**src/hdl/wheel_speed_road_condition_monitor_core_assert.svh**
```systemverilog
// ----------------------------------------------------------------------------
// wheel speed monitor assertion macros
// concurrent checks on aclk, disabled while aresetn is low
// ----------------------------------------------------------------------------
`ifndef WHEEL_SPEED_ROAD_CONDITION_MONITOR_CORE_ASSERT_SVH
`define WHEEL_SPEED_ROAD_CONDITION_MONITOR_CORE_ASSERT_SVH

`ifndef SYNTHESIS
`define WSRCM_ASSERT_IMP(lbl, ante, cons) \
    lbl: assert property (@(posedge aclk) disable iff (!aresetn) (ante) |-> (cons)) \
        else $error("wsrcm assertion failed");
`define WSRCM_ASSERT_NXT(lbl, ante, cons) \
    lbl: assert property (@(posedge aclk) disable iff (!aresetn) (ante) |=> (cons)) \
        else $error("wsrcm assertion failed");
`else
`define WSRCM_ASSERT_IMP(lbl, ante, cons)
`define WSRCM_ASSERT_NXT(lbl, ante, cons)
`endif

`endif

```
**src/hdl/wsrcm_pkg.sv**
```systemverilog
// ----------------------------------------------------------------------------
// wsrcm_pkg
// shared types, constants and helpers of the wheel speed monitor
// ----------------------------------------------------------------------------
package wsrcm_pkg;

    localparam int TICKS_PER_UPDATE = 10;
    localparam int SUM_WIDTH        = 32;
    localparam int DIV_CNT_W        = $clog2(SUM_WIDTH);

    localparam int SPD_W            = 9;
    localparam int CNT16_W          = 16;
    localparam int TICK_W           = 8;
    localparam int THR_W            = 11;
    localparam int TIMER_W          = 16;
    localparam int STATUS_W         = 3;

    localparam int DEBOUNCE_GAP     = 50;
    localparam int SPEED_PER_PULSE  = 6;
    localparam int SPEED_LIMIT      = 500;
    localparam int CNT_LIMIT        = (SPEED_LIMIT + SPEED_PER_PULSE - 1) / SPEED_PER_PULSE;
    localparam int CNT_W            = $clog2(CNT_LIMIT);
    localparam int SLIP_MIN_FRONT   = 180;
    localparam int BUMPY_LO         = 50;
    localparam int BUMPY_HI         = 100;
    localparam int MUDDY_LO         = 110;
    localparam int MUDDY_HI         = 150;

    localparam int APB_ADDR_W       = 5;
    localparam int APB_DATA_W       = 32;
    localparam int REG_IDX_W        = 3;

    localparam int S_TDATA_W        = 24;
    localparam int S_TUSER_W        = 2;
    localparam int M_TDATA_W        = 88;

    typedef enum logic [REG_IDX_W-1:0] {
        REG_FAULT_THR  = 3'd0,
        REG_LOCK_THR   = 3'd1,
        REG_WINDOW     = 3'd2,
        REG_ECHO_THR   = 3'd3,
        REG_RELOAD     = 3'd4
    } reg_idx_t;

    typedef enum logic [1:0] {
        FUNC_FRONT = 2'd0,
        FUNC_REAR  = 2'd1,
        FUNC_TICK  = 2'd2
    } func_t;

    typedef enum logic [STATUS_W-1:0] {
        ROAD_FLAT  = 3'd0,
        ROAD_LOCK  = 3'd1,
        ROAD_SLIP  = 3'd2,
        ROAD_MUDDY = 3'd3,
        ROAD_BUMPY = 3'd4
    } road_t;

    typedef enum logic [1:0] {
        ST_IDLE = 2'd0,
        ST_DIV  = 2'd1,
        ST_EMIT = 2'd2
    } state_t;

    typedef struct packed {
        logic [THR_W-1:0]   fault_thr;
        logic [THR_W-1:0]   lock_thr;
        logic [TICK_W-1:0]  window_ticks;
        logic [CNT16_W-1:0] echo_thr;
        logic [TIMER_W-1:0] timer_reload;
    } cfg_t;

    typedef struct packed {
        logic busy;
        logic done;
    } div_stat_t;

    function automatic logic [CNT16_W-1:0] sat_inc16(input logic [CNT16_W-1:0] v);
        return (v == '1) ? v : v + 1'b1;
    endfunction

    function automatic logic [SPD_W-1:0] pulse_speed(input logic [CNT_W-1:0] c);
        return SPD_W'(c * SPD_W'(SPEED_PER_PULSE));
    endfunction

endpackage

```
**src/hdl/wsrcm_cfg.sv**
```systemverilog
// ----------------------------------------------------------------------------
// wsrcm_cfg
// apb register file holding thresholds, window length and timer reload
// ----------------------------------------------------------------------------
module wsrcm_cfg (
    input  logic                               aclk,
    input  logic                               aresetn,
    input  logic                               psel,
    input  logic                               penable,
    input  logic                               pwrite,
    input  logic [wsrcm_pkg::APB_ADDR_W-1:0]   paddr,
    input  logic [wsrcm_pkg::APB_DATA_W-1:0]   pwdata,
    output logic [wsrcm_pkg::APB_DATA_W-1:0]   prdata,
    output logic                               pready,
    output wsrcm_pkg::cfg_t                    cfg
);

    wsrcm_pkg::cfg_t      cfg_reg;
    wsrcm_pkg::cfg_t      cfg_next;
    wsrcm_pkg::reg_idx_t  idx;
    logic                 wr_en;

    assign pready = 1'b1;
    assign idx    = wsrcm_pkg::reg_idx_t'(paddr[wsrcm_pkg::APB_ADDR_W-1:2]);
    assign wr_en  = psel && penable && pwrite && pready;
    assign cfg    = cfg_reg;

    always_comb begin
        cfg_next = cfg_reg;
        if (wr_en) begin
            unique case (idx)
                wsrcm_pkg::REG_FAULT_THR: cfg_next.fault_thr    = pwdata[wsrcm_pkg::THR_W-1:0];
                wsrcm_pkg::REG_LOCK_THR:  cfg_next.lock_thr     = pwdata[wsrcm_pkg::THR_W-1:0];
                wsrcm_pkg::REG_WINDOW:    cfg_next.window_ticks = pwdata[wsrcm_pkg::TICK_W-1:0];
                wsrcm_pkg::REG_ECHO_THR:  cfg_next.echo_thr     = pwdata[wsrcm_pkg::CNT16_W-1:0];
                wsrcm_pkg::REG_RELOAD:    cfg_next.timer_reload = pwdata[wsrcm_pkg::TIMER_W-1:0];
                default: ;
            endcase
        end
    end

    always_comb begin
        unique case (idx)
            wsrcm_pkg::REG_FAULT_THR: prdata = wsrcm_pkg::APB_DATA_W'(cfg_reg.fault_thr);
            wsrcm_pkg::REG_LOCK_THR:  prdata = wsrcm_pkg::APB_DATA_W'(cfg_reg.lock_thr);
            wsrcm_pkg::REG_WINDOW:    prdata = wsrcm_pkg::APB_DATA_W'(cfg_reg.window_ticks);
            wsrcm_pkg::REG_ECHO_THR:  prdata = wsrcm_pkg::APB_DATA_W'(cfg_reg.echo_thr);
            wsrcm_pkg::REG_RELOAD:    prdata = wsrcm_pkg::APB_DATA_W'(cfg_reg.timer_reload);
            default:                  prdata = '0;
        endcase
    end

    always_ff @(posedge aclk) begin
        if (!aresetn) begin
            cfg_reg.fault_thr    <= wsrcm_pkg::THR_W'(1200);
            cfg_reg.lock_thr     <= wsrcm_pkg::THR_W'(750);
            cfg_reg.window_ticks <= '0;
            cfg_reg.echo_thr     <= '0;
            cfg_reg.timer_reload <= wsrcm_pkg::TIMER_W'(39062);
        end else begin
            cfg_reg <= cfg_next;
        end
    end

endmodule

```
**src/hdl/wsrcm_div.sv**
```systemverilog
// ----------------------------------------------------------------------------
// wsrcm_div
// bit-serial restoring divider, one quotient bit per cycle
// ----------------------------------------------------------------------------
module wsrcm_div (
    input  logic                              aclk,
    input  logic                              aresetn,
    input  logic                              start,
    input  logic [wsrcm_pkg::SUM_WIDTH-1:0]   dividend,
    input  logic [wsrcm_pkg::SUM_WIDTH-1:0]   divisor,
    output logic [wsrcm_pkg::SUM_WIDTH-1:0]   quotient,
    output wsrcm_pkg::div_stat_t              stat
);

    localparam int W = wsrcm_pkg::SUM_WIDTH;

    logic [W-1:0]                     rem_reg,  rem_next;
    logic [W-1:0]                     quo_reg,  quo_next;
    logic [W-1:0]                     dvs_reg,  dvs_next;
    logic [wsrcm_pkg::DIV_CNT_W-1:0]  cnt_reg,  cnt_next;
    logic                             busy_reg, busy_next;
    logic                             done_reg, done_next;
    logic [W:0]                       shifted;
    logic [W:0]                       diff;

    assign shifted   = {rem_reg, quo_reg[W-1]};
    assign diff      = shifted - {1'b0, dvs_reg};
    assign quotient  = quo_reg;
    assign stat.busy = busy_reg;
    assign stat.done = done_reg;

    always_comb begin
        rem_next  = rem_reg;
        quo_next  = quo_reg;
        dvs_next  = dvs_reg;
        cnt_next  = cnt_reg;
        busy_next = busy_reg;
        done_next = 1'b0;
        if (start) begin
            rem_next  = '0;
            quo_next  = dividend;
            dvs_next  = divisor;
            cnt_next  = wsrcm_pkg::DIV_CNT_W'(W - 1);
            busy_next = 1'b1;
        end else if (busy_reg) begin
            rem_next = diff[W] ? shifted[W-1:0] : diff[W-1:0];
            quo_next = {quo_reg[W-2:0], ~diff[W]};
            cnt_next = cnt_reg - 1'b1;
            if (cnt_reg == '0) begin
                busy_next = 1'b0;
                done_next = 1'b1;
            end
        end
    end

    always_ff @(posedge aclk) begin
        if (!aresetn) begin
            busy_reg <= 1'b0;
            done_reg <= 1'b0;
            cnt_reg  <= '0;
        end else begin
            busy_reg <= busy_next;
            done_reg <= done_next;
            cnt_reg  <= cnt_next;
        end
    end

    always_ff @(posedge aclk) begin
        rem_reg <= rem_next;
        quo_reg <= quo_next;
        dvs_reg <= dvs_next;
    end

endmodule

```
**src/hdl/wheel_speed_road_condition_monitor_core.sv**
```systemverilog
// each request is emitted through the EMIT state; a speed update that recomputes the average passes through DIV first
// requests are taken only in IDLE, one at a time, so the next waits until the previous reaches the output register
// the average comes from a 32-step serial divider, one quotient bit per cycle
// a new request is taken while the previous result still waits in the output register
// reset: synchronous active low, clears all counters, speeds, status and the state and valid registers
// ----------------------------------------------------------------------------
// wheel_speed_road_condition_monitor_core
// wheel pulse debounce, speed, lock/slip and road condition classification
// ----------------------------------------------------------------------------
`include "wheel_speed_road_condition_monitor_core_assert.svh"

module wheel_speed_road_condition_monitor_core (
    input  logic                               aclk,
    input  logic                               aresetn,
    // tdata: timer_value[15:0], echo_low[16], zero pad
    input  logic [wsrcm_pkg::S_TDATA_W-1:0]    s_tdata,
    // tuser: func[1:0]
    input  logic [wsrcm_pkg::S_TUSER_W-1:0]    s_tuser,
    input  logic                               s_tvalid,
    output logic                               s_tready,
    // tdata: road_status[2:0], front_speed[11:3], rear_speed[20:12], top_speed[29:21],
    //        average_speed[38:30], flat_windows[54:39], muddy_windows[70:55],
    //        bumpy_windows[86:71], zero pad
    output logic [wsrcm_pkg::M_TDATA_W-1:0]    m_tdata,
    output logic                               m_tvalid,
    input  logic                               m_tready,
    input  logic                               psel,
    input  logic                               penable,
    input  logic                               pwrite,
    input  logic [wsrcm_pkg::APB_ADDR_W-1:0]   paddr,
    input  logic [wsrcm_pkg::APB_DATA_W-1:0]   pwdata,
    output logic [wsrcm_pkg::APB_DATA_W-1:0]   prdata,
    output logic                               pready
);

    localparam int SW = wsrcm_pkg::SUM_WIDTH;
    localparam int PW = wsrcm_pkg::SPD_W;
    localparam int CW = wsrcm_pkg::CNT16_W;
    localparam int TW = wsrcm_pkg::TICK_W;

    wsrcm_pkg::cfg_t       cfg;
    wsrcm_pkg::div_stat_t  div_stat;
    logic [SW-1:0]         div_quo;
    wsrcm_pkg::state_t     state_reg, state_next;
    wsrcm_pkg::func_t      func;

    logic [CW-1:0]  front_cnt_reg, front_cnt_next;
    logic [CW-1:0]  rear_cnt_reg,  rear_cnt_next;
    logic [wsrcm_pkg::TIMER_W-1:0] last_time_reg, last_time_next;
    logic [TW-1:0]  sec_cnt_reg,   sec_cnt_next;
    logic [TW-1:0]  win_cnt_reg,   win_cnt_next;
    logic [CW-1:0]  echo_cnt_reg,  echo_cnt_next;
    logic [PW-1:0]  front_spd_reg, front_spd_next;
    logic [PW-1:0]  rear_spd_reg,  rear_spd_next;
    logic [PW-1:0]  top_spd_reg,   top_spd_next;
    logic [PW-1:0]  avg_spd_reg,   avg_spd_next;
    logic [SW-1:0]  sum_reg,       sum_next;
    logic [SW-1:0]  moving_reg,    moving_next;
    logic [wsrcm_pkg::STATUS_W-1:0] status_reg, status_next;
    logic [CW-1:0]  flat_reg,      flat_next;
    logic [CW-1:0]  muddy_reg,     muddy_next;
    logic [CW-1:0]  bumpy_reg,     bumpy_next;
    logic [wsrcm_pkg::M_TDATA_W-1:0] out_data_reg, out_data_next;
    logic           out_valid_reg, out_valid_next;

    logic           in_accept;
    logic           need_div;
    logic           div_start;
    logic           out_load;

    wsrcm_cfg u_cfg (
        .aclk    (aclk),
        .aresetn (aresetn),
        .psel    (psel),
        .penable (penable),
        .pwrite  (pwrite),
        .paddr   (paddr),
        .pwdata  (pwdata),
        .prdata  (prdata),
        .pready  (pready),
        .cfg     (cfg)
    );

    wsrcm_div u_div (
        .aclk     (aclk),
        .aresetn  (aresetn),
        .start    (div_start),
        .dividend (sum_next),
        .divisor  (moving_next),
        .quotient (div_quo),
        .stat     (div_stat)
    );

    assign func      = wsrcm_pkg::func_t'(s_tuser);
    assign in_accept = s_tvalid && s_tready;
    assign m_tdata   = out_data_reg;
    assign m_tvalid  = out_valid_reg;

    // event datapath
    always_comb begin
        logic [wsrcm_pkg::TIMER_W-1:0] sample;
        logic signed [wsrcm_pkg::TIMER_W+1:0] gap;
        logic [TW-1:0]  sec_inc;
        logic [TW-1:0]  win_inc;
        logic [SW:0]    sum_wide;
        logic signed [wsrcm_pkg::THR_W:0] diff;
        logic           rough;

        front_cnt_next = front_cnt_reg;
        rear_cnt_next  = rear_cnt_reg;
        last_time_next = last_time_reg;
        sec_cnt_next   = sec_cnt_reg;
        win_cnt_next   = win_cnt_reg;
        echo_cnt_next  = echo_cnt_reg;
        front_spd_next = front_spd_reg;
        rear_spd_next  = rear_spd_reg;
        top_spd_next   = top_spd_reg;
        avg_spd_next   = avg_spd_reg;
        sum_next       = sum_reg;
        moving_next    = moving_reg;
        status_next    = status_reg;
        flat_next      = flat_reg;
        muddy_next     = muddy_reg;
        bumpy_next     = bumpy_reg;
        need_div       = 1'b0;

        sample   = s_tdata[wsrcm_pkg::TIMER_W-1:0];
        sec_inc  = sec_cnt_reg + 1'b1;
        win_inc  = win_cnt_reg + 1'b1;
        gap      = '0;
        sum_wide = '0;
        diff     = '0;
        rough    = 1'b0;

        if (in_accept) begin
            unique case (func)
                wsrcm_pkg::FUNC_FRONT: begin
                    front_cnt_next = wsrcm_pkg::sat_inc16(front_cnt_reg);
                end
                wsrcm_pkg::FUNC_REAR: begin
                    if (sample < last_time_reg) begin
                        gap = $signed({2'b00, last_time_reg}) - $signed({2'b00, sample});
                    end else begin
                        gap = $signed({2'b00, cfg.timer_reload}) - $signed({2'b00, sample})
                            + $signed({2'b00, last_time_reg});
                    end
                    if (gap > $signed((wsrcm_pkg::TIMER_W+2)'(wsrcm_pkg::DEBOUNCE_GAP))) begin
                        rear_cnt_next = wsrcm_pkg::sat_inc16(rear_cnt_reg);
                    end
                    last_time_next = sample;
                end
                wsrcm_pkg::FUNC_TICK: begin
                    sec_cnt_next = sec_inc;
                    win_cnt_next = win_inc;
                    if (sec_inc == TW'(wsrcm_pkg::TICKS_PER_UPDATE)) begin
                        sec_cnt_next = '0;
                        if (front_cnt_reg < CW'(wsrcm_pkg::CNT_LIMIT)) begin
                            front_spd_next = wsrcm_pkg::pulse_speed(
                                front_cnt_reg[wsrcm_pkg::CNT_W-1:0]);
                        end
                        if (rear_cnt_reg < CW'(wsrcm_pkg::CNT_LIMIT)) begin
                            rear_spd_next = wsrcm_pkg::pulse_speed(
                                rear_cnt_reg[wsrcm_pkg::CNT_W-1:0]);
                        end
                        if (rear_spd_next > top_spd_reg) begin
                            top_spd_next = rear_spd_next;
                        end
                        if (rear_spd_next != '0) begin
                            if (moving_reg != '1) begin
                                moving_next = moving_reg + 1'b1;
                            end
                            sum_wide = {1'b0, sum_reg} + (SW+1)'(rear_spd_next);
                            sum_next = sum_wide[SW] ? '1 : sum_wide[SW-1:0];
                            need_div = 1'b1;
                        end
                        diff = $signed({3'b000, front_spd_next}) - $signed({3'b000, rear_spd_next});
                        if (diff >= $signed({1'b0, cfg.fault_thr})) begin
                            if (diff >= $signed({1'b0, cfg.lock_thr})) begin
                                status_next = wsrcm_pkg::ROAD_LOCK;
                            end else if (front_spd_next >= PW'(wsrcm_pkg::SLIP_MIN_FRONT)) begin
                                status_next = wsrcm_pkg::ROAD_SLIP;
                            end
                        end
                        front_cnt_next = '0;
                        rear_cnt_next  = '0;
                    end
                    if (s_tdata[wsrcm_pkg::TIMER_W]) begin
                        echo_cnt_next = wsrcm_pkg::sat_inc16(echo_cnt_reg);
                    end
                    if (win_inc == cfg.window_ticks) begin
                        rough = (echo_cnt_next >= cfg.echo_thr);
                        if (rough) begin
                            if (rear_spd_next >= PW'(wsrcm_pkg::BUMPY_LO) &&
                                rear_spd_next <= PW'(wsrcm_pkg::BUMPY_HI)) begin
                                bumpy_next  = wsrcm_pkg::sat_inc16(bumpy_reg);
                                status_next = wsrcm_pkg::ROAD_BUMPY;
                            end else if (rear_spd_next >= PW'(wsrcm_pkg::MUDDY_LO) &&
                                         rear_spd_next <= PW'(wsrcm_pkg::MUDDY_HI)) begin
                                muddy_next  = wsrcm_pkg::sat_inc16(muddy_reg);
                                status_next = wsrcm_pkg::ROAD_MUDDY;
                            end
                        end else begin
                            status_next = wsrcm_pkg::ROAD_FLAT;
                            if (rear_spd_next != '0) begin
                                flat_next = wsrcm_pkg::sat_inc16(flat_reg);
                            end
                        end
                        win_cnt_next  = '0;
                        echo_cnt_next = '0;
                    end
                end
                default: ;
            endcase
        end

        if (state_reg == wsrcm_pkg::ST_DIV && div_stat.done) begin
            avg_spd_next = div_quo[PW-1:0];
        end
    end

    // next state
    always_comb begin
        state_next = state_reg;
        unique case (state_reg)
            wsrcm_pkg::ST_IDLE: begin
                if (in_accept) begin
                    state_next = need_div ? wsrcm_pkg::ST_DIV : wsrcm_pkg::ST_EMIT;
                end
            end
            wsrcm_pkg::ST_DIV: begin
                if (div_stat.done) begin
                    state_next = wsrcm_pkg::ST_EMIT;
                end
            end
            wsrcm_pkg::ST_EMIT: begin
                if (!out_valid_reg || m_tready) begin
                    state_next = wsrcm_pkg::ST_IDLE;
                end
            end
            default: state_next = wsrcm_pkg::ST_IDLE;
        endcase
    end

    // state outputs
    always_comb begin
        s_tready  = (state_reg == wsrcm_pkg::ST_IDLE);
        div_start = in_accept && need_div;
        out_load  = (state_reg == wsrcm_pkg::ST_EMIT) && (!out_valid_reg || m_tready);
    end

    // output register
    always_comb begin
        out_data_next  = out_data_reg;
        out_valid_next = out_valid_reg;
        if (m_tready) begin
            out_valid_next = 1'b0;
        end
        if (out_load) begin
            out_valid_next = 1'b1;
            out_data_next  = {1'b0, bumpy_reg, muddy_reg, flat_reg, avg_spd_reg,
                              top_spd_reg, rear_spd_reg, front_spd_reg, status_reg};
        end
    end

    always_ff @(posedge aclk) begin
        if (!aresetn) begin
            state_reg     <= wsrcm_pkg::ST_IDLE;
            out_valid_reg <= 1'b0;
            front_cnt_reg <= '0;
            rear_cnt_reg  <= '0;
            last_time_reg <= '0;
            sec_cnt_reg   <= '0;
            win_cnt_reg   <= '0;
            echo_cnt_reg  <= '0;
            front_spd_reg <= '0;
            rear_spd_reg  <= '0;
            top_spd_reg   <= '0;
            avg_spd_reg   <= '0;
            sum_reg       <= '0;
            moving_reg    <= '0;
            status_reg    <= wsrcm_pkg::ROAD_FLAT;
            flat_reg      <= '0;
            muddy_reg     <= '0;
            bumpy_reg     <= '0;
        end else begin
            state_reg     <= state_next;
            out_valid_reg <= out_valid_next;
            front_cnt_reg <= front_cnt_next;
            rear_cnt_reg  <= rear_cnt_next;
            last_time_reg <= last_time_next;
            sec_cnt_reg   <= sec_cnt_next;
            win_cnt_reg   <= win_cnt_next;
            echo_cnt_reg  <= echo_cnt_next;
            front_spd_reg <= front_spd_next;
            rear_spd_reg  <= rear_spd_next;
            top_spd_reg   <= top_spd_next;
            avg_spd_reg   <= avg_spd_next;
            sum_reg       <= sum_next;
            moving_reg    <= moving_next;
            status_reg    <= status_next;
            flat_reg      <= flat_next;
            muddy_reg     <= muddy_next;
            bumpy_reg     <= bumpy_next;
        end
    end

    always_ff @(posedge aclk) begin
        out_data_reg <= out_data_next;
    end

    `WSRCM_ASSERT_IMP(a_avg_not_above_top, 1'b1, avg_spd_reg <= top_spd_reg)
    `WSRCM_ASSERT_NXT(a_one_request_at_a_time, in_accept, !s_tready)
    `WSRCM_ASSERT_IMP(a_div_only_in_div, div_stat.busy || div_stat.done, state_reg == wsrcm_pkg::ST_DIV)

endmodule
```
**config.mk**
```make
export PLATFORM = sky130hd
export DESIGN_NAME = wheel_speed_road_condition_monitor_core
export DESIGN_NICKNAME = d
export VERILOG_FILES = /design/src/hdl/wsrcm_pkg.sv /design/src/hdl/wsrcm_cfg.sv /design/src/hdl/wsrcm_div.sv /design/src/hdl/wheel_speed_road_condition_monitor_core.sv
export VERILOG_INCLUDE_DIRS = /design/src /design/src/hdl
export SDC_FILE = /design/constraint.sdc
export NUM_CORES = 1
export LEC_CHECK = 0
export BUFFER_PORTS_ARGS = -buffer_cell sky130_fd_sc_hd__buf_2
export CORE_MARGIN = 4
export CORE_UTILIZATION = 35
export DETAILED_ROUTE_END_ITERATION = 7
export GPL_TIMING_DRIVEN = 0
export PLACE_DENSITY_LB_ADDON = 0.15
export SYNTH_ARGS = -nofsm -noshare
export SYNTH_HDL_FRONTEND = slang
export SYNTH_SLANG_ARGS = --single-unit
```
**constraint.sdc**
```tcl
create_clock -name aclk -period 11.1 [get_ports aclk]
set_input_delay 0.555 -clock aclk [delete_from_list [all_inputs] [get_ports aclk]]
set_output_delay 0.555 -clock aclk [all_outputs]
set_load 0.005 [all_outputs]
```
Yosys cells after proc, flatten, opt, wreduce, memory -nomap -nowiden
Index checks and enable logic that the tools add are counted.

Bits in registers: 486. Latch bits: 0. RAM bits: 0. Memory bits (read-only): 0. Bits of input ports: 70. Output and inout port bits: 123. Word-level logic and storage cells: 195. Memories: 0.

Add/sub/neg operators: 16. Multiply operators: 2. Divide/modulo/power cells: 0. Magnitude comparators: 13. Equal/unequal tests: 24. Shift-type cells: 0. Multiplexer cells: 66. Bitwise operators: 8. Reductions and logical operators: 36.

Operator list (count): $mux 32 (13); $mux 16 (9); $mux 9 (11); $add 16x1->16 const B (6); $eq 16x16->1 const B (6); $pmux 16 s5 (1); $pmux 16 s2 (2); $mux 18 (3); $sub 16x16->17 (2); $add 32x9->33 (1); $sub 33x32->33 (1); $add 32x1->32 const B (1); $lt 16x7->1 const B (2); $ne 32x32->1 const B (1); $ge 10x12->1 (2); $mux 3 (8); $add 17x17->18 (1); $gt 18x7->1 const B (1); $reduce_bool 9->1 (2); $add 8x1->8 const B (2); $ge 16x16->1 (1); $lt 16x16->1 (1); $mul 7x2->8 const B (2); $mux 8 (2); 36 further kinds (84).

Longest topological paths before layout
Word-level depth: 14. Depth in mapped cells: 26. Depth with buffers taken out: 26.

Cells and area by module
From an unflattened synthesis, not the netlist that was laid out.

Cells, all modules: 3143. Area total of the unflattened synthesis: 28442.3 µm².

By module, submodules not included: wheel_speed_road_condition_monitor_core (times used 1, cells each 2206, area an instance 19336.0 µm², sequential area each 7297.0 µm²); wsrcm_div (times used 1, cells each 607, area an instance 6110.9 µm², sequential area each 2702.6 µm²); wsrcm_cfg (times used 1, cells each 330, area an instance 2995.4 µm², sequential area each 1241.2 µm²).

Worst setup path after synthesis
OpenSTA, ideal clock, no wires.

Path type: input -> register. From: input port m_tready. To: register out_data_reg, in the netlist m_tdata[0] (enable). Setup time: 543 ps. Arrival: 4544 ps. Data required time: 10557 ps. Path slack: 6013 ps. Stages on the path: 2. Path buffers: 0. Path through: nand2b_1 > nor2b_1.

Longest elaborated chain between the ends: 2.

RTL lines: from (decl) (RTL line wheel_speed_road_condition_monitor_core.sv:26) `input logic m_tready,`; $logic_or 1x1->1 (RTL line wheel_speed_road_condition_monitor_core.sv:248) `out_load = (state_reg == wsrcm_pkg::ST_EMIT) && (!out_valid_reg || m_tready);`; $logic_and 1x1->1 (RTL line wheel_speed_road_condition_monitor_core.sv:248); named net out_load (RTL line wheel_speed_road_condition_monitor_core.sv:69) `logic out_load;`; to (signal assigned) (RTL line wheel_speed_road_condition_monitor_core.sv:308) `out_data_reg <= out_data_next;`; to (decl) (RTL line wheel_speed_road_condition_monitor_core.sv:63) `logic [wsrcm_pkg::M_TDATA_W-1:0] out_data_reg, out_data_next;`.

The timed path passes the listed nets, and every way through them passes these cells. A chain may end at the register's enable or synchronous reset.

Worst setup path in the final report
From: register front_cnt_reg[7]. To: register status_reg[2] (netlist name).

Longest elaborated chain between the ends: 14. Elaborated cells on any way between the ends: 17. Classes of those cells: add/sub (1); order compare (4); mux (12).

RTL lines: from (decl) (RTL line wheel_speed_road_condition_monitor_core.sv:47) `logic [CW-1:0] front_cnt_reg, front_cnt_next;`; from (signal assigned) (RTL line wheel_speed_road_condition_monitor_core.sv:288) `front_cnt_reg <= front_cnt_next;`; $lt 16x7->1 (*) (RTL line wheel_speed_road_condition_monitor_core.sv:157) `if (front_cnt_reg < CW'(wsrcm_pkg::CNT_LIMIT)) begin`; $mux 9 (*) (RTL line wheel_speed_road_condition_monitor_core.sv:157); $mux 9 (*) (RTL line wheel_speed_road_condition_monitor_core.sv:155) `if (sec_inc == TW'(wsrcm_pkg::TICKS_PER_UPDATE)) begin`; $mux 9 (*) (RTL line wheel_speed_road_condition_monitor_core.sv:136) `unique case (func)`; $mux 9 (*) (RTL line wheel_speed_road_condition_monitor_core.sv:135) `if (in_accept) begin`; $sub 9x9->10 or $ge 9x8->1 (tied branches) (RTL line wheel_speed_road_condition_monitor_core.sv:176, wheel_speed_road_condition_monitor_core.sv:180); $ge 10x12->1 or $mux 3 (tied branches) (RTL line wheel_speed_road_condition_monitor_core.sv:178, wheel_speed_road_condition_monitor_core.sv:180); $mux 3 (RTL line wheel_speed_road_condition_monitor_core.sv:178) `if (diff >= $signed({1'b0, cfg.lock_thr})) begin`; $mux 3 (*) (RTL line wheel_speed_road_condition_monitor_core.sv:177) `if (diff >= $signed({1'b0, cfg.fault_thr})) begin`; $mux 3 (*) (RTL line wheel_speed_road_condition_monitor_core.sv:155); $mux 3 (RTL line wheel_speed_road_condition_monitor_core.sv:197) `end else if (rear_spd_next >= PW'(wsrcm_pkg::MUDDY_LO) &&`; $mux 3 (RTL line wheel_speed_road_condition_monitor_core.sv:193) `if (rear_spd_next >= PW'(wsrcm_pkg::BUMPY_LO) &&`; $mux 3 (RTL line wheel_speed_road_condition_monitor_core.sv:192) `if (rough) begin`; $mux 3 (*) (RTL line wheel_speed_road_condition_monitor_core.sv:190) `if (win_inc == cfg.window_ticks) begin`; to (signal assigned) (RTL line wheel_speed_road_condition_monitor_core.sv:281) `status_reg <= wsrcm_pkg::ROAD_FLAT;`; to (signal assigned) (RTL line wheel_speed_road_condition_monitor_core.sv:300) `status_reg <= status_next;`; to (decl) (RTL line wheel_speed_road_condition_monitor_core.sv:59) `logic [wsrcm_pkg::STATUS_W-1:0] status_reg, status_next;`.

Mark *: on every way between the ends. The rest lies on a longest branch, timed or not. The select of a mux whose other input is x is not followed.

==> flow_summary.ini <==
[status]
status = finished clean

[clock_network]
clk_pin_slew_ns = 0.06
insertion_delay_ns = 0.63
clockRootBuffer = clkbuf_16
cts_inserted_buffers = 55
cts_sinks = 486
htreeDepth = 2
cts_hold_buf = 0
cts_setup_buffers = 0
ctsResizeCount = 0
cts_tree = done
clockBufferDepth = 3

[worst_setup_path]
endpoint_kind = flip-flop
critPathMaxFanout = 10
rrSetupSlack_ns = 5.45
slowest_stage = or4_1
cp-startpoint = front_cnt_reg[7]$_SDFFE_PN0P_
crit_arrival_ns = 6.16
rr_startpoint = front_cnt_reg[7]$_SDFFE_PN0P_
crit_type = flip-flop to flip-flop
rr_worst_depth = 23
cp_num_buf_inv = 2
critPathLaunchType = flip-flop
cpMostUsedCell = o21ai_0
cp_num_cells = 23
required_ns = 11.61
crit_family = simple AND/OR/NAND/NOR gates
critical_path.cell_chain = or4_1, nor4_1, nand2_1, clkbuf_1, mux2i_1, inv_1, ha_1, nor2b_1, o21ai_0, a21oi_1, a211oi_1, nor2_1, xor2_1, ha_1, o21ai_0, nand2b_1, and4_1, a211oi_1, nor4_1, o211ai_1, nand3_1, o21ai_0, a31o_2
cp-endpoint = status_reg[2]$_SDFFE_PN0P_
rr_endpoint = status_reg[2]$_SDFFE_PN0P_
crit_path_max_incr_delay_ns = 0.52

[sta]
slew_headroom_pct = 22.6
rsz0062_at_grt = false
final-setup-viol-count = 0
clock_skew_ns = 0.0219
tns_ns = 0
slew_viol_final = 0
max_freq_mhz = 177
finalCritPeriodShare_pct = 50.9
final_hold_viol_count = 0
worstMarginPinSlew_ns = 1.16
fin_crit_ns = 5.65

[logic_synthesis]
synthFlopType = dfxtp_1
synth_compound_area_share_pct = 17.2
syn-mean-instance-area_sq_um = 8.82
netlist_area_sq_um = 27600
ys_seq_elements = 486
ys_async_sr_fraction_pct = 0
yosys_warnings = 0
netlist_instances = 3129
synth_top_family_by_area = simple AND/OR/NAND/NOR gates
synth_fa_ha_area_share_pct = 8.24
synth_cell_types = 97
synth-edff-count = 151
synth.area.mux_share_pct = 3.34
synth_xor_area_share_pct = 5.57
ys_seq_area_share_pct = 40.7
yosys.area_share.simple_pct = 20.3

[place]
gp_congestion = 0.857
port_buffers = 147
dp_hpwl_mm = 61.6

[routing]
ant_nets = 0
dr_wl_met2_mm = 36.6
first_pass_iters = 5
drt_iter0_drc = 1452
wl_mm = 81.8
wl_per_cell_microns = 18.4
dr_wl_met3_mm = 3.86
drc_errors = 0
met1_length_mm = 39.2
vias = 23056
top_layer = met5
vias_per_cell = 5.19

[cells_and_area]
area_growth_pct = 14.7
largest_register_ffs = 87
fin_util_pct = 40.7
diodes = 0
drive_above_1_share_pct = 9.91
nNetsFinal = 3601

[floorplan]
dieArea_sq_um = 83400
initial_utilization_pct = 35.5
die_x_microns = 289
pin_count = 193
row_count = 102
fp.coreArea_sq_um = 77800
die_height_microns = 289

[power]
p_per_area_nw_per_um2 = 126
vdd_drop_max_mv = 0.104
leakagePower_uw = 0.0125

[global_route]
grt_start_max_net_pins = 33
first_global_vias = 21623
antenna_found_initial = 2
grt_use_total_pct = 19.2
grt-ovfl-total = 0
grt_pass1_wl_mm = 126

[run]
cap_violations = 0

[worst_hold_path]
min_path_type = input pin to flip-flop
cell usage after synthesis, drive strengths merged (10+ instances only):
master | instances | share of area [%]
edfxtp | 151 | 16
and4 | 17 | 0.54
buf | 32 | 0.74
nand3 | 110 | 2.1
a21o | 45 | 1.2
ha | 169 | 7.7
or3 | 45 | 1.0
and2 | 54 | 1.2
o211ai | 32 | 0.89
nor3 | 60 | 1.1
o31ai | 22 | 0.60
a31oi | 38 | 0.86
and3 | 57 | 1.3
a31o | 17 | 0.54
a21oi | 255 | 4.6
inv | 174 | 2.4
xor2 | 70 | 2.2
mux2 | 18 | 0.75
o21bai | 10 | 0.27
o21a | 22 | 0.60
mux2i | 71 | 2.6
nand2b | 44 | 1.0
or4 | 15 | 0.41
xnor2 | 103 | 3.3
o21ai | 134 | 2.4
a22oi | 23 | 0.63
nand4 | 39 | 0.88
nand2 | 310 | 4.2
nand3b | 15 | 0.41
nor2b | 27 | 0.61
nor4 | 19 | 0.53
a211oi | 31 | 0.89
clkbuf | 112 | 1.5
nor2 | 306 | 4.2
dfxtp | 335 | 24
worst min-delay path by stage:
| stage | startpoint | end | cells after the start |
|---|---|---|---|
| CTS | pwdata[12] | u_cfg.cfg[12]$_SDFFE_PN1P_ | 3 |
| detailed placement | avg_spd_reg[2]$_SDFFE_PN0P_ | m_tdata[32]$_DFFE_PP_ | 0 |
| finish | pwdata[12] | u_cfg.cfg[12]$_SDFFE_PN1P_ | 3 |
| floorplan | avg_spd_reg[0]$_SDFFE_PN0P_ | m_tdata[30]$_DFFE_PP_ | 0 |
| global placement | avg_spd_reg[5]$_SDFFE_PN0P_ | m_tdata[35]$_DFFE_PP_ | 0 |
| global route | pwdata[12] | u_cfg.cfg[12]$_SDFFE_PN1P_ | 3 |
layout make-up:
class                           instances  area, sq um
Fill cell                            7932        46200
Multi-Input combinational cell       2341        15200
Sequential cell                       486        11200
Clock buffer                           68         1480
Tap cell                             1040         1300
Timing Repair Buffer                  152          851
Inverter                              174          653
Buffer                                144          627
Clock inverter                         36          344
through the flow:
stage                     instances  cell area, sq um  worst slack [ns]  hold WS [ns]  power [uW]
final                          4441             31700              5.45         0.198        3980
after floorplan                3145             27700              6.01         0.408        2070
after global placement         4332             29700              3.33         0.422        2170
after global routing           4441             31700              5.02         0.202        4140
after detailed placement       4336             29800              5.18         0.421        2170
after CTS                      4440             31600              5.16         0.170        4030
cells by family (layout without fill, tap and decap cells):
group	count (synthesis)	count (layout)
compound gates	739	739
xor+xnor	174	174
fa+ha+maj	177	177
buf+inv	318	574
flops	486	486
mux	89	89
other cells	2	18
simple gates	1144	1144
worst register-to-register path, delay by kind of cell (launching register included):
family                   cells  cell delay, ns
XOR/XNOR                     1            0.19
adder cells (fa/ha/maj)      2            0.55
flip-flops                   1            0.34
AO/OA/AOI/OAI                8            1.55
AND/OR/NAND/NOR              9            2.15
buffers and inverters        2            0.38
multiplexers                 1            0.38
power breakdown:
| part | total, uW | internal, uW | switching, uW |
|---|---|---|---|
| registers | 1850 | 1840 | 10.3 |
| clock network | 1850 | 1070 | 782 |
| logic | 279 | 101 | 178 |
cell usage in the layout, fill, tap and decap left out, types with 38 or more instances in the layout:
master,count
nand2_1,309
a21oi_1,255
buf_2,154
inv_1,171
a21o_1,45
and2_1,54
nor3_1,59
o21ai_0,129
a31oi_1,38
nand3_1,107
xor2_1,70
clkbuf_1,118
edfxtp_1,151
or3_1,45
and3_1,57
clkbuf_16,55
mux2i_1,70
xnor2_1,103
nand4_1,39
dfxtp_1,335
nor2_1,305
nand2b_1,44
ha_1,169
layer usage:
metal / track usage [%] / up-vias
met5: 0 / -
met4: 5.02 / 4
met3: 2.86 / 99
met2: 30.8 / 483
met1: 27.0 / 10804
li1: - / 11666
No activity file was read; power rests on OpenSTA's default activity.
